[src/sv/modular_power_msb_first_unit_defines.svh]
// Assertion macro shared by the modular power block.
// Used by the files that carry concurrent checks; no other dependencies.
`ifndef MODULAR_POWER_MSB_FIRST_UNIT_DEFINES_SVH
`define MODULAR_POWER_MSB_FIRST_UNIT_DEFINES_SVH

// Check a property on the rising clock, skipped while in reset.
`define MPU_ASSERT_CLK(label, clk, rst_n, prop, msg) \
    label: assert property (@(posedge clk) disable iff (!rst_n) (prop)) else $error(msg);

`endif

[src/sv/mpow_pkg.sv]
// Shared state type for the modular power block.
// No dependencies.
package mpow_pkg;

    typedef enum logic [2:0] {
        ST_IDLE,
        ST_REDUCE,
        ST_SQUARE,
        ST_MULT,
        ST_DONE
    } mpow_state_t;

endpackage

[src/sv/mpow_modmul.sv]
// Iterative modular multiplier: (a * b) mod m, one multiplier bit per cycle.
// Interleaved shift-add with compare-subtract; depends on modular_power_msb_first_unit_defines.svh.
module mpow_modmul #(
    parameter int W = 32
) (
    input  logic         clk,
    input  logic         rst_n,
    input  logic         start,
    input  logic [W-1:0] op_a,
    input  logic [W-1:0] op_b,
    input  logic [W-1:0] modulus,
    output logic         busy,
    output logic         done,
    output logic [W-1:0] product
);
    localparam int CW = $clog2(W + 1);

    logic [W-1:0]  acc_reg, acc_next;
    logic [W-1:0]  mul_reg, mul_next;
    logic [W-1:0]  a_reg, a_next;
    logic [CW-1:0] cnt_reg, cnt_next;
    logic          busy_reg, busy_next;
    logic          done_reg, done_next;
    logic [W+1:0]  dbl, dbl_red, add, add_red;

    always_comb
    begin
        dbl     = {1'b0, acc_reg, 1'b0};
        dbl_red = (dbl >= {2'b00, modulus}) ? dbl - {2'b00, modulus} : dbl;
        add     = dbl_red + (mul_reg[W-1] ? {2'b00, a_reg} : '0);
        add_red = (add >= {2'b00, modulus}) ? add - {2'b00, modulus} : add;
        acc_next  = acc_reg;
        mul_next  = mul_reg;
        a_next    = a_reg;
        cnt_next  = cnt_reg;
        busy_next = busy_reg;
        done_next = 1'b0;
        if (start)
        begin
            acc_next  = '0;
            mul_next  = op_b;
            a_next    = op_a;
            cnt_next  = CW'(W);
            busy_next = 1'b1;
        end
        else if (busy_reg)
        begin
            acc_next = add_red[W-1:0];
            mul_next = {mul_reg[W-2:0], 1'b0};
            cnt_next = cnt_reg - 1'b1;
            if (cnt_reg == CW'(1))
            begin
                busy_next = 1'b0;
                done_next = 1'b1;
            end
        end
    end

    always_ff @(posedge clk or negedge rst_n)
    begin
        if (!rst_n)
        begin
            busy_reg <= 1'b0;
            done_reg <= 1'b0;
            cnt_reg  <= '0;
        end
        else
        begin
            busy_reg <= busy_next;
            done_reg <= done_next;
            cnt_reg  <= cnt_next;
        end
    end

    always_ff @(posedge clk)
    begin
        acc_reg <= acc_next;
        mul_reg <= mul_next;
        a_reg   <= a_next;
    end

    assign busy    = busy_reg;
    assign done    = done_reg;
    assign product = acc_reg;

    `include "modular_power_msb_first_unit_defines.svh"
    `MPU_ASSERT_CLK(a_done_ends_busy, clk, rst_n, done |-> !busy, "done while busy")
    `MPU_ASSERT_CLK(a_start_busy, clk, rst_n, start |=> busy, "start did not raise busy")
    `MPU_ASSERT_CLK(a_cnt_live, clk, rst_n, busy |-> cnt_reg != '0, "busy with zero count")
endmodule

[src/sv/modular_power_msb_first_unit.sv]
// Top level of the modular power block: sequencer around one modular multiplier.
// Depends on mpow_pkg, mpow_modmul and modular_power_msb_first_unit_defines.svh.
//
// Usage: present base_value, power_value and modulus_value with in_valid;
// the item transfers when in_valid and in_ready are both high. One result
// (residue, zero_modulus) is offered with out_valid and held until out_ready.
// The base is reduced first by one multiplier pass (base * 1 mod m), then each
// of the EXP_WIDTH exponent bits costs one squaring pass and, where the bit is
// one, one multiply pass, all on the shared shift-add multiplier. A zero
// modulus or zero exponent skips the passes and goes straight to the result.
// in_ready is low from transfer until the result has been taken; a stalled
// receiver holds the result and the block. Reset returns to idle with no
// result pending.
module modular_power_msb_first_unit #(
    parameter int MOD_WIDTH = 32,
    parameter int EXP_WIDTH = 64
) (
    input  logic        clk,
    input  logic        rst_n,
    input  logic        in_valid,
    output logic        in_ready,
    input  logic [31:0] base_value,
    input  logic [63:0] power_value,
    input  logic [31:0] modulus_value,
    output logic        out_valid,
    input  logic        out_ready,
    output logic [31:0] residue,
    output logic        zero_modulus
);
    import mpow_pkg::*;

    localparam int EW = (EXP_WIDTH > 1) ? $clog2(EXP_WIDTH) : 1;

    mpow_state_t state_reg, state_next;
    logic [MOD_WIDTH-1:0] base_reg, base_next;
    logic [MOD_WIDTH-1:0] mod_reg, mod_next;
    logic [MOD_WIDTH-1:0] r_reg, r_next;
    logic [EXP_WIDTH-1:0] exp_reg, exp_next;
    logic [EW-1:0]        idx_reg, idx_next;
    logic                 zm_reg, zm_next;
    logic                 issued_reg, issued_next;

    logic                 mm_start, mm_busy, mm_done;
    logic [MOD_WIDTH-1:0] mm_a, mm_b, mm_p;
    logic [MOD_WIDTH-1:0] one_w;

    assign one_w = MOD_WIDTH'(1);

    mpow_modmul #(.W(MOD_WIDTH)) u_modmul (
        .clk     (clk),
        .rst_n   (rst_n),
        .start   (mm_start),
        .op_a    (mm_a),
        .op_b    (mm_b),
        .modulus (mod_reg),
        .busy    (mm_busy),
        .done    (mm_done),
        .product (mm_p)
    );

    always_comb
    begin
        state_next  = state_reg;
        base_next   = base_reg;
        mod_next    = mod_reg;
        r_next      = r_reg;
        exp_next    = exp_reg;
        idx_next    = idx_reg;
        zm_next     = zm_reg;
        issued_next = issued_reg;
        mm_start    = 1'b0;
        mm_a        = r_reg;
        mm_b        = r_reg;
        case (state_reg)
            ST_IDLE:
            begin
                if (in_valid)
                begin
                    base_next   = base_value[MOD_WIDTH-1:0];
                    mod_next    = modulus_value[MOD_WIDTH-1:0];
                    exp_next    = power_value[EXP_WIDTH-1:0];
                    idx_next    = EW'(EXP_WIDTH - 1);
                    r_next      = one_w;
                    issued_next = 1'b0;
                    zm_next     = (modulus_value[MOD_WIDTH-1:0] == '0);
                    if (modulus_value[MOD_WIDTH-1:0] == '0)
                    begin
                        r_next     = '0;
                        state_next = ST_DONE;
                    end
                    else if (power_value[EXP_WIDTH-1:0] == '0)
                        state_next = ST_DONE;
                    else
                        state_next = ST_REDUCE;
                end
            end
            ST_REDUCE:
            begin
                mm_a = one_w;
                mm_b = base_reg;
                if (!issued_reg)
                begin
                    mm_start    = 1'b1;
                    issued_next = 1'b1;
                end
                else if (mm_done)
                begin
                    base_next   = mm_p;
                    issued_next = 1'b0;
                    state_next  = ST_SQUARE;
                end
            end
            ST_SQUARE:
            begin
                if (!issued_reg)
                begin
                    mm_start    = 1'b1;
                    issued_next = 1'b1;
                end
                else if (mm_done)
                begin
                    r_next      = mm_p;
                    issued_next = 1'b0;
                    if (exp_reg[idx_reg])
                        state_next = ST_MULT;
                    else if (idx_reg == '0)
                        state_next = ST_DONE;
                    else
                        idx_next = idx_reg - 1'b1;
                end
            end
            ST_MULT:
            begin
                mm_b = base_reg;
                if (!issued_reg)
                begin
                    mm_start    = 1'b1;
                    issued_next = 1'b1;
                end
                else if (mm_done)
                begin
                    r_next      = mm_p;
                    issued_next = 1'b0;
                    if (idx_reg == '0)
                        state_next = ST_DONE;
                    else
                    begin
                        idx_next   = idx_reg - 1'b1;
                        state_next = ST_SQUARE;
                    end
                end
            end
            ST_DONE:
            begin
                if (out_ready)
                    state_next = ST_IDLE;
            end
            default:
                state_next = ST_IDLE;
        endcase
    end

    always_ff @(posedge clk or negedge rst_n)
    begin
        if (!rst_n)
        begin
            state_reg  <= ST_IDLE;
            issued_reg <= 1'b0;
            idx_reg    <= '0;
        end
        else
        begin
            state_reg  <= state_next;
            issued_reg <= issued_next;
            idx_reg    <= idx_next;
        end
    end

    always_ff @(posedge clk)
    begin
        base_reg <= base_next;
        mod_reg  <= mod_next;
        r_reg    <= r_next;
        exp_reg  <= exp_next;
        zm_reg   <= zm_next;
    end

    assign in_ready     = (state_reg == ST_IDLE);
    assign out_valid    = (state_reg == ST_DONE);
    assign residue      = 32'(r_reg);
    assign zero_modulus = zm_reg;

    `include "modular_power_msb_first_unit_defines.svh"
    `MPU_ASSERT_CLK(a_excl, clk, rst_n, !(in_ready && out_valid), "ready while result held")
    `MPU_ASSERT_CLK(a_zm_res, clk, rst_n, (out_valid && zero_modulus) |-> residue == 32'd0,
        "zero modulus with nonzero residue")
    `MPU_ASSERT_CLK(a_hold, clk, rst_n, (out_valid && !out_ready) |=> $stable(residue),
        "result changed under stall")
    `MPU_ASSERT_CLK(a_mm_idle, clk, rst_n, (in_ready || out_valid) |-> !mm_busy,
        "multiplier busy outside compute")
endmodule

[config.mk]
export PLATFORM = sky130hd
export DESIGN_NAME = modular_power_msb_first_unit
export DESIGN_NICKNAME = d
export VERILOG_FILES = /design/src/sv/mpow_pkg.sv /design/src/sv/mpow_modmul.sv /design/src/sv/modular_power_msb_first_unit.sv
export VERILOG_INCLUDE_DIRS = /design/src /design/src/sv
export SDC_FILE = /design/constraint.sdc
export NUM_CORES = 1
export LEC_CHECK = 0
export BUFFER_PORTS_ARGS = -buffer_cell sky130_fd_sc_hd__clkbuf_2
export CAP_MARGIN = 30
export CORE_MARGIN = 5
export CORE_UTILIZATION = 35
export CTS_CLUSTER_SIZE = 28
export DETAILED_ROUTE_END_ITERATION = 8
export GPL_ROUTABILITY_DRIVEN = 1
export PLACE_DENSITY_LB_ADDON = 0.05
export SLEW_MARGIN = 5
export SYNTH_ARGS = -nofsm -noshare
export SYNTH_HDL_FRONTEND = slang
export SYNTH_SLANG_ARGS = --single-unit
[constraint.sdc]
create_clock -name clk -period 15.85 [get_ports clk]
set_input_delay 1.585 -clock clk [delete_from_list [all_inputs] [get_ports clk]]
set_output_delay 1.585 -clock clk [all_outputs]
set_load 0.03 [all_outputs]
==> impl.org, run 1 <==
** Routing
- Before antenna repair, the detailed router went through 5 iterations.
- Routed Antenna Nets :: 0
- Count of unresolved DRC violations after routing :: 0
- The detailed router placed 12440 vias in this run.
- For this block, the initial DRC count from the detailed router was 1075.
- Wire length per cell :: 21.22 um
- For this block, the routed nets add up to 50220 um of wire.
- After detailed routing, the number of vias per cell comes to 5.256.

** Place
- Final Wtd Congestion :: 0.8797
- Estimated wirelength of the detail-placed design :: 38730 um
- Timing analysis after detailed placement gives a worst setup slack of 7.148 ns.
- In this run the cell area measured after placement is 18260 sq um.
- The count of buffers added on input and output ports is 166.

** Setup path
- CP Max Fanout :: 51
- Required time of the worst setup path :: 16.25 ns
- Cell with the largest stage delay on the worst path :: sky130_fd_sc_hd__buf_4
- CP peak stage delay :: 0.51 ns
- For the worst setup path, the data arrival time is 9.19 ns.
- The worst setup path is captured at a flip-flop.
- The worst setup path is launched from a flip-flop.
- The critical path is of the flip-flop to flip-flop type.

** Yosys
- Register bit count reported by yosys :: 275
- Area fraction in compound gates after synthesis :: 0.1496
- Of the total synthesized cell area, the portion taken by XOR and XNOR cells is 0.04547.
- After synthesis, the share of cell area in mux cells is 0.09027.
- Top cell type's share of synthesized area :: 0.4032
- Number of flops mapped to enable cells by yosys :: 225
- Among all flip-flop cells after synthesis, the most frequent one is sky130_fd_sc_hd__edfxtp_1.
- In this run the cell area of the synthesized design comes to 16760 sq um.
- Ranked by total cell area, the synthesized netlist is headed by sky130_fd_sc_hd__edfxtp_1 40%, sky130_fd_sc_hd__ha_1 7.5%, sky130_fd_sc_hd__dfxtp_1 3.8%.
- The average instance in the mapped netlist occupies 10.71 sq um.
- After synthesis, the largest family of logic cells by area is compound AO/OA/AOI/OAI gates.
- Count of synthesis-stage warnings from yosys :: 0
- For this run, the register share of the synthesized area comes to 0.4683.
- Proportion of synthesized flip-flops having asynchronous set or reset :: 0.06545
- Adder-cell share of the synthesized area :: 0.07825
- The synthesized design spends more area on one cell type than any other, namely sky130_fd_sc_hd__edfxtp_1.
- Post-Synth Simple-Gate Area :: 0.1362
- After technology mapping, the gate count stands at 1564.
- Net count after synthesis :: 1799
- Count of distinct cell types in the synthesized netlist :: 80

** Clock tree
- The number of setup buffers added after CTS is 0.
- Hold-fix buffers at CTS :: 0
- Num Clock Sinks :: 275
- Inserted Clock Buffers :: 35
- CTS Root Cell :: sky130_fd_sc_hd__clkbuf_16
- Number of buffers between clock root and the deepest sink :: 3
- Clock-pin slew was measured on the worst setup and hold paths at 0.06 ns.
- In this run the number of H-tree levels came out at 2.
- TritonCTS built the clock tree.
- At the later pin of the worst-skew pair, clock insertion delay measures 0.54 ns.
- Gates resized during post-CTS repair numbered 0.

** Floorplanning
- The core region is 47550 sq um.
- From bottom edge to top edge, the die measures 228.8 um.
- During I/O placement, the number of pins put on the boundary was 167.
- Overall die area :: 52350 sq um
- The initial utilization of the core area, before any placement, comes to 0.3524.
- The floorplan has 80 rows.
- Die W :: 228.8 um

** Outcome
- Result of the run :: finished clean

** Timing
- After layout, the minimum clock period comes to 8.797 ns.
- Final-report hold violation count :: 0
- Measured against its own limit, the worst slew margin works out to 0.3807.
- Final setup slack of the worst path :: 7.053 ns
- Pins Over Slew Limit :: 0
- On the final layout, the worst clock skew is 0.01683 ns.
- Setup repair after global routing left no endpoint under its margin.
- Final setup violation count :: 0
- Sum of negative setup slack :: 0 ns
- In the finished design, the share of the clock period the worst path needs comes to 0.5550.
- Derived from the worst setup path, the maximum achievable clock frequency is 113.7 MHz.
- For the pin with the worst max-slew slack, the measured transition is 0.9290 ns.

** Layout
- Number of flip-flops under the largest register name :: 64
- The repair_antennas step left the layout with diodes totalling 0.
- Compared with the post-synthesis result, the final layout area differs by 15.97%.
- In the final layout, the share of cells above drive strength 1 is 0.1873.
- The final layout contains 1959 nets.
- Post-Layout Inst Area :: 19430 sq um

** Global route
- The initial antenna violation count was 0.
- Entering global routing, the biggest net connects 66 pins.
- Global-route congestion overflow total :: 0
- In the global route stage, overall resource usage came out at 0.1883.
- The first global-routing pass estimated 76570 um of wire.
- Number of global-route vias before repair :: 12160

** Run
- Across the run, the number of max-cap violations was 0.

** Min path
- Hold/Removal Path Class :: flip-flop to flip-flop
-- cells in the mapped netlist, types with 4 or more instances --
cell / n
sky130_fd_sc_hd__nand4_1: 26
sky130_fd_sc_hd__nor2_1: 119
sky130_fd_sc_hd__mux4_2: 21
sky130_fd_sc_hd__o21bai_1: 12
sky130_fd_sc_hd__a21o_1: 44
sky130_fd_sc_hd__and2_1: 64
sky130_fd_sc_hd__dfrtp_1: 18
sky130_fd_sc_hd__nor3_1: 13
sky130_fd_sc_hd__or2_2: 5
sky130_fd_sc_hd__xor2_1: 25
sky130_fd_sc_hd__buf_2: 4
sky130_fd_sc_hd__o21a_1: 18
sky130_fd_sc_hd__nand3_1: 16
sky130_fd_sc_hd__or3_1: 5
sky130_fd_sc_hd__o31ai_1: 5
sky130_fd_sc_hd__nor2b_1: 39
sky130_fd_sc_hd__clkbuf_1: 47
sky130_fd_sc_hd__ha_1: 100
sky130_fd_sc_hd__xnor2_1: 62
sky130_fd_sc_hd__nand2b_1: 12
sky130_fd_sc_hd__mux2_2: 39
sky130_fd_sc_hd__o31a_1: 6
sky130_fd_sc_hd__nor4_1: 32
sky130_fd_sc_hd__o21ai_0: 106
sky130_fd_sc_hd__inv_1: 67
sky130_fd_sc_hd__edfxtp_1: 225
sky130_fd_sc_hd__a211oi_1: 10
sky130_fd_sc_hd__a21boi_0: 4
sky130_fd_sc_hd__nand2_1: 110
sky130_fd_sc_hd__a21oi_1: 126
sky130_fd_sc_hd__o211ai_1: 10
sky130_fd_sc_hd__mux2i_1: 60
sky130_fd_sc_hd__dfxtp_1: 32
sky130_fd_sc_hd__a31oi_1: 10
-- layer usage --
layer,routed length [um],track usage,vias to the layer above
li1,-,-,6146
met1,27310,0.3161,5900
met2,19300,0.2469,336
met3,2596,0.02720,53
met4,1006,0.04868,0
met5,0,0,-
-- area by class of cell --
type,instances,area [sq um]
fillers,4633,28110
multi-input cells,1162,8433
flip-flops and latches,275,7849
repair buffers,182,950.9
clock buffers,42,923.4
well taps,615,769.5
inverters,68,256.5
clock inverters,22,251.5
-- layout by cell type, fill, tap and decap left out, drive strengths merged, types with 32 or more instances in the layout --
| master | Yosys | layout |
|---|---|---|
| nor2b | 40 | 40 |
| o21ai | 109 | 109 |
| mux2i | 60 | 60 |
| a21oi | 129 | 129 |
| xnor2 | 62 | 62 |
| nor2 | 120 | 120 |
| ha | 100 | 100 |
| and2 | 64 | 64 |
| nand2 | 110 | 110 |
| a21o | 44 | 44 |
| nor4 | 33 | 33 |
| mux2 | 39 | 39 |
| dfxtp | 32 | 32 |
| clkbuf | 49 | 208 |
| inv | 67 | 69 |
| edfxtp | 225 | 225 |
-- critical path, delay by kind of cell (launching register included) --
kind,cells,cell delay (ns)
xor+xnor,1,0.34
flops,1,0.44
simple gates,8,1.65
compound gates,17,3.55
mux,1,0.41
buf+inv,4,1.11
fa+ha+maj,3,1.11
-- logic make-up after synthesis --
group,after synthesis
XOR/XNOR,87
multiplexers,120
AO/OA/AOI/OAI,397
buffers and inverters,127
flip-flops,275
adder cells (fa/ha/maj),103
AND/OR/NAND/NOR,455
-- path summary, 6_finish.rpt --
path | startpoint | endpoint | slack [ns] | cells past startpoint
min in group asynchronous | rst_n | u_modmul.done$_DFF_PN0_ | 1.01 | 1
min | u_modmul.mul_reg[12]$_DFFE_PP_ | u_modmul.mul_reg[13]$_DFFE_PP_ | 0.52 | 2
max | u_modmul.product[0]$_SDFFE_PP0P_ | u_modmul.product[22]$_SDFFE_PP0P_ | 7.05 | 34
min reg2reg | u_modmul.mul_reg[12]$_DFFE_PP_ | u_modmul.mul_reg[13]$_DFFE_PP_ | 0.52 | 2
max in group asynchronous | rst_n | u_modmul.busy$_DFF_PN0_ | 14.48 | 1
max reg2reg | u_modmul.product[0]$_SDFFE_PP0P_ | u_modmul.product[22]$_SDFFE_PP0P_ | 7.05 | 34
-- per-stage QoR --
stage                     std cells  utilization  hold WS [ns]
after floorplan                1564            -        0.4721
after global placement         2302       0.3840        0.5074
after detailed placement       2302       0.3840        0.5118
after CTS                      2366       0.4087        0.5290
after global routing           2366       0.4087        0.5514
final                          2366       0.4087        0.5245
Power of run 1 is left out: the tool's default activity adds up to more than one toggle a clock period on the data nets, which glitch-free logic cannot reach.
==> run 2, diff against run 1 <==
Clock period 15.85 ns to 8.4 ns, I/O delays scaled along.
==> run 2 against run 1 <==
  * Critical path depth is 3 lower
  * Sequential share of layout area is 0.48 points lower
  * Cell count is 0.76% higher
  * Wire length is 0.73% higher
  * Clock-buffer cell count stayed put
  * Die area stayed put
==> impl.org, run 2 (synthesis results as in run 1) <==
** Setup path
- CP Launch Type :: flip-flop
- Grouping stages by cell kind, the critical path spends the most delay in compound AO/OA/AOI/OAI gates.
- Of all nets on the critical path, the largest fanout is 35.
- Critical path start-end classification :: flip-flop to flip-flop
- The worst setup path is captured at a flip-flop.
- On the worst path, the slowest cell contributes a delay of 0.54 ns.
- For the worst setup path, the data required time is 8.86 ns.
- Cell with the largest stage delay on the worst path :: sky130_fd_sc_hd__dfxtp_1
- For the worst setup path, the data arrival time is 8.40 ns.
- The critical path contains buffers and inverters numbering 3 combined.

** Clock tree
- Number of buffers between clock root and the deepest sink :: 3
- For this design, the sink count on the clock tree is 275.
- Reg clk slew, reported paths :: 0.06 ns
- Inserted Clock Buffers :: 35
- In this run the clock root is driven by a sky130_fd_sc_hd__clkbuf_16.
- The H-tree was split into 2 levels.
- TritonCTS built the clock tree.
- Clk Latency, worst-skew pair :: 0.54 ns

** Floorplanning
- I/O pins :: 167
- Core area :: 47550 sq um
- Overall die area :: 52350 sq um
- Cell Rows :: 80
- Die W :: 228.8 um
- In this run the vertical extent of the chip is 228.8 um.
- The initial utilization of the core area, before any placement, comes to 0.3524.

** Layout
- Most frequent standard cell in the layout excluding fill and tap cells :: sky130_fd_sc_hd__edfxtp_1
- Relative to the synthesized area, the layout overhead comes to 17.36%.
- The register with the most flip-flops in the layout has 64 of them.
- Highest-count cells in the layout ignoring fill and taps :: 225 x sky130_fd_sc_hd__edfxtp_1, 166 x sky130_fd_sc_hd__clkbuf_2, 125 x sky130_fd_sc_hd__a21oi_1
- Filler Cell Count :: 4613
- Registers take 7849 sq um.
- Share of post-route cells with drive strength above 1 :: 0.2002
- Final layout net count :: 1977
- In the final layout, the multi-input gates occupy 8477 sq um.

** Routing
- Routed Antenna Nets :: 0
- Wire length per cell :: 21.22 um
- In this run, the number of DRC markers left after iteration 0 of detailed routing was 1008.
- The first detailed-routing pass took 5 iterations.
- The final route contains 12530 vias.
- In the routed design, unresolved DRC markers number 0.
- DR vias/cell :: 5.257
- DRT Wirelength :: 50580 um

** Global route
- The via count of the first global-routing pass is 12340.
- For this run, the total global-route usage over all layers was measured as 0.1883.
- The first global-routing pass estimated 76820 um of wire.
- The initial antenna violation count was 0.
- Pin count of the biggest net entering global routing :: 79
- Global-route congestion overflow total :: 0

** Place
- The HPWL after detailed placement is 39310 um.
- Final Wtd Congestion :: 0.8578
- Number of I/O port buffers :: 166

** Timing
- The count of final max-slew check failures is 0.
- Final Skew :: 0.02383 ns
- For the pin with the worst max-slew slack, the measured transition is 0.9272 ns.
- In the final timing run, aggregate negative setup slack is 0 ns.
- For this run, the top clock speed supported by timing is 126.0 MHz.
- The final hold violation count is 0.
- Clock period minus final worst setup slack :: 7.939 ns
- In the finished design, the share of the clock period the worst path needs comes to 0.9451.
- Final setup violation count :: 0
- Remaining max-slew budget at the tightest pin :: 0.3819
- Setup repair after global routing left no endpoint under its margin.

** Run
- Reported max-cap violation count :: 0

** Outcome
- Result of the run :: finished clean

** Min path
- In this run the worst hold path is classified as input pin to asynchronous set/reset pin.
## run 2: path summary, 6_finish.rpt
| kind | from | to | slack (ns) | cells past startpoint |
|---|---|---|---|---|
| setup reg to reg | u_modmul.product[0]$_SDFFE_PP0P_ | u_modmul.product[0]$_SDFFE_PP0P_ | 0.46 | 31 |
| hold reg to reg | u_modmul.mul_reg[8]$_DFFE_PP_ | u_modmul.mul_reg[9]$_DFFE_PP_ | 0.52 | 2 |
| min in group clk | power_value[45] | exp_reg[45]$_DFFE_PP_ | 0.49 | 1 |
| max in group asynchronous | rst_n | u_modmul.busy$_DFF_PN0_ | 7.77 | 1 |
| setup / recovery | u_modmul.product[0]$_SDFFE_PP0P_ | u_modmul.product[0]$_SDFFE_PP0P_ | 0.46 | 31 |
| hold / removal | rst_n | issued_reg$_DFFE_PN0P_ | 0.27 | 1 |
## run 2: area by class of cell
class	instances	area share
antenna	1	0.0001272
clock buffer	42	0.04638
clock inverter	21	0.01431
inverter	68	0.01304
multi-input combinational	1162	0.4310
sequential	275	0.3991
tap	615	0.03913
timing repair buffer	200	0.05688
## run 2: routing by layer
metal	track usage	wire length (um)	part of all wire	vias to the layer above
met5	0	0	0	-
met4	0.03627	758	0.015	0
met3	0.02870	2232	0.044	48
met2	0.2575	20010	0.40	261
met1	0.3113	27580	0.55	6056
li1	-	-	-	6167
## run 2: stage by stage
| step | util | setup WS [ns] | instance area (sq um) | instances | hold WS (ns) |
|---|---|---|---|---|---|
| global route | 0.4136 | 0.01458 | 19660 | 2383 | 0.2905 |
| CTS | 0.4118 | 0.2710 | 19580 | 2380 | 0.2544 |
| global placement | 0.3867 | 0.3443 | 18380 | 2317 | 0.5064 |
| detailed placement | 0.3867 | 0.3190 | 18380 | 2317 | 0.5079 |
| floorplan | - | 1.200 | 16760 | 1564 | 0.4721 |
| finish | 0.4136 | 0.4610 | 19670 | 2384 | 0.2655 |
## run 2: repair_timing
action / in CTS / in global routing
setup endpoints to repair: 0 / 32
resized for setup: 0 / 7
hold buffers: 0 / 0
setup buffers: 0 / 2
Power of run 2 is left out for the same reason.
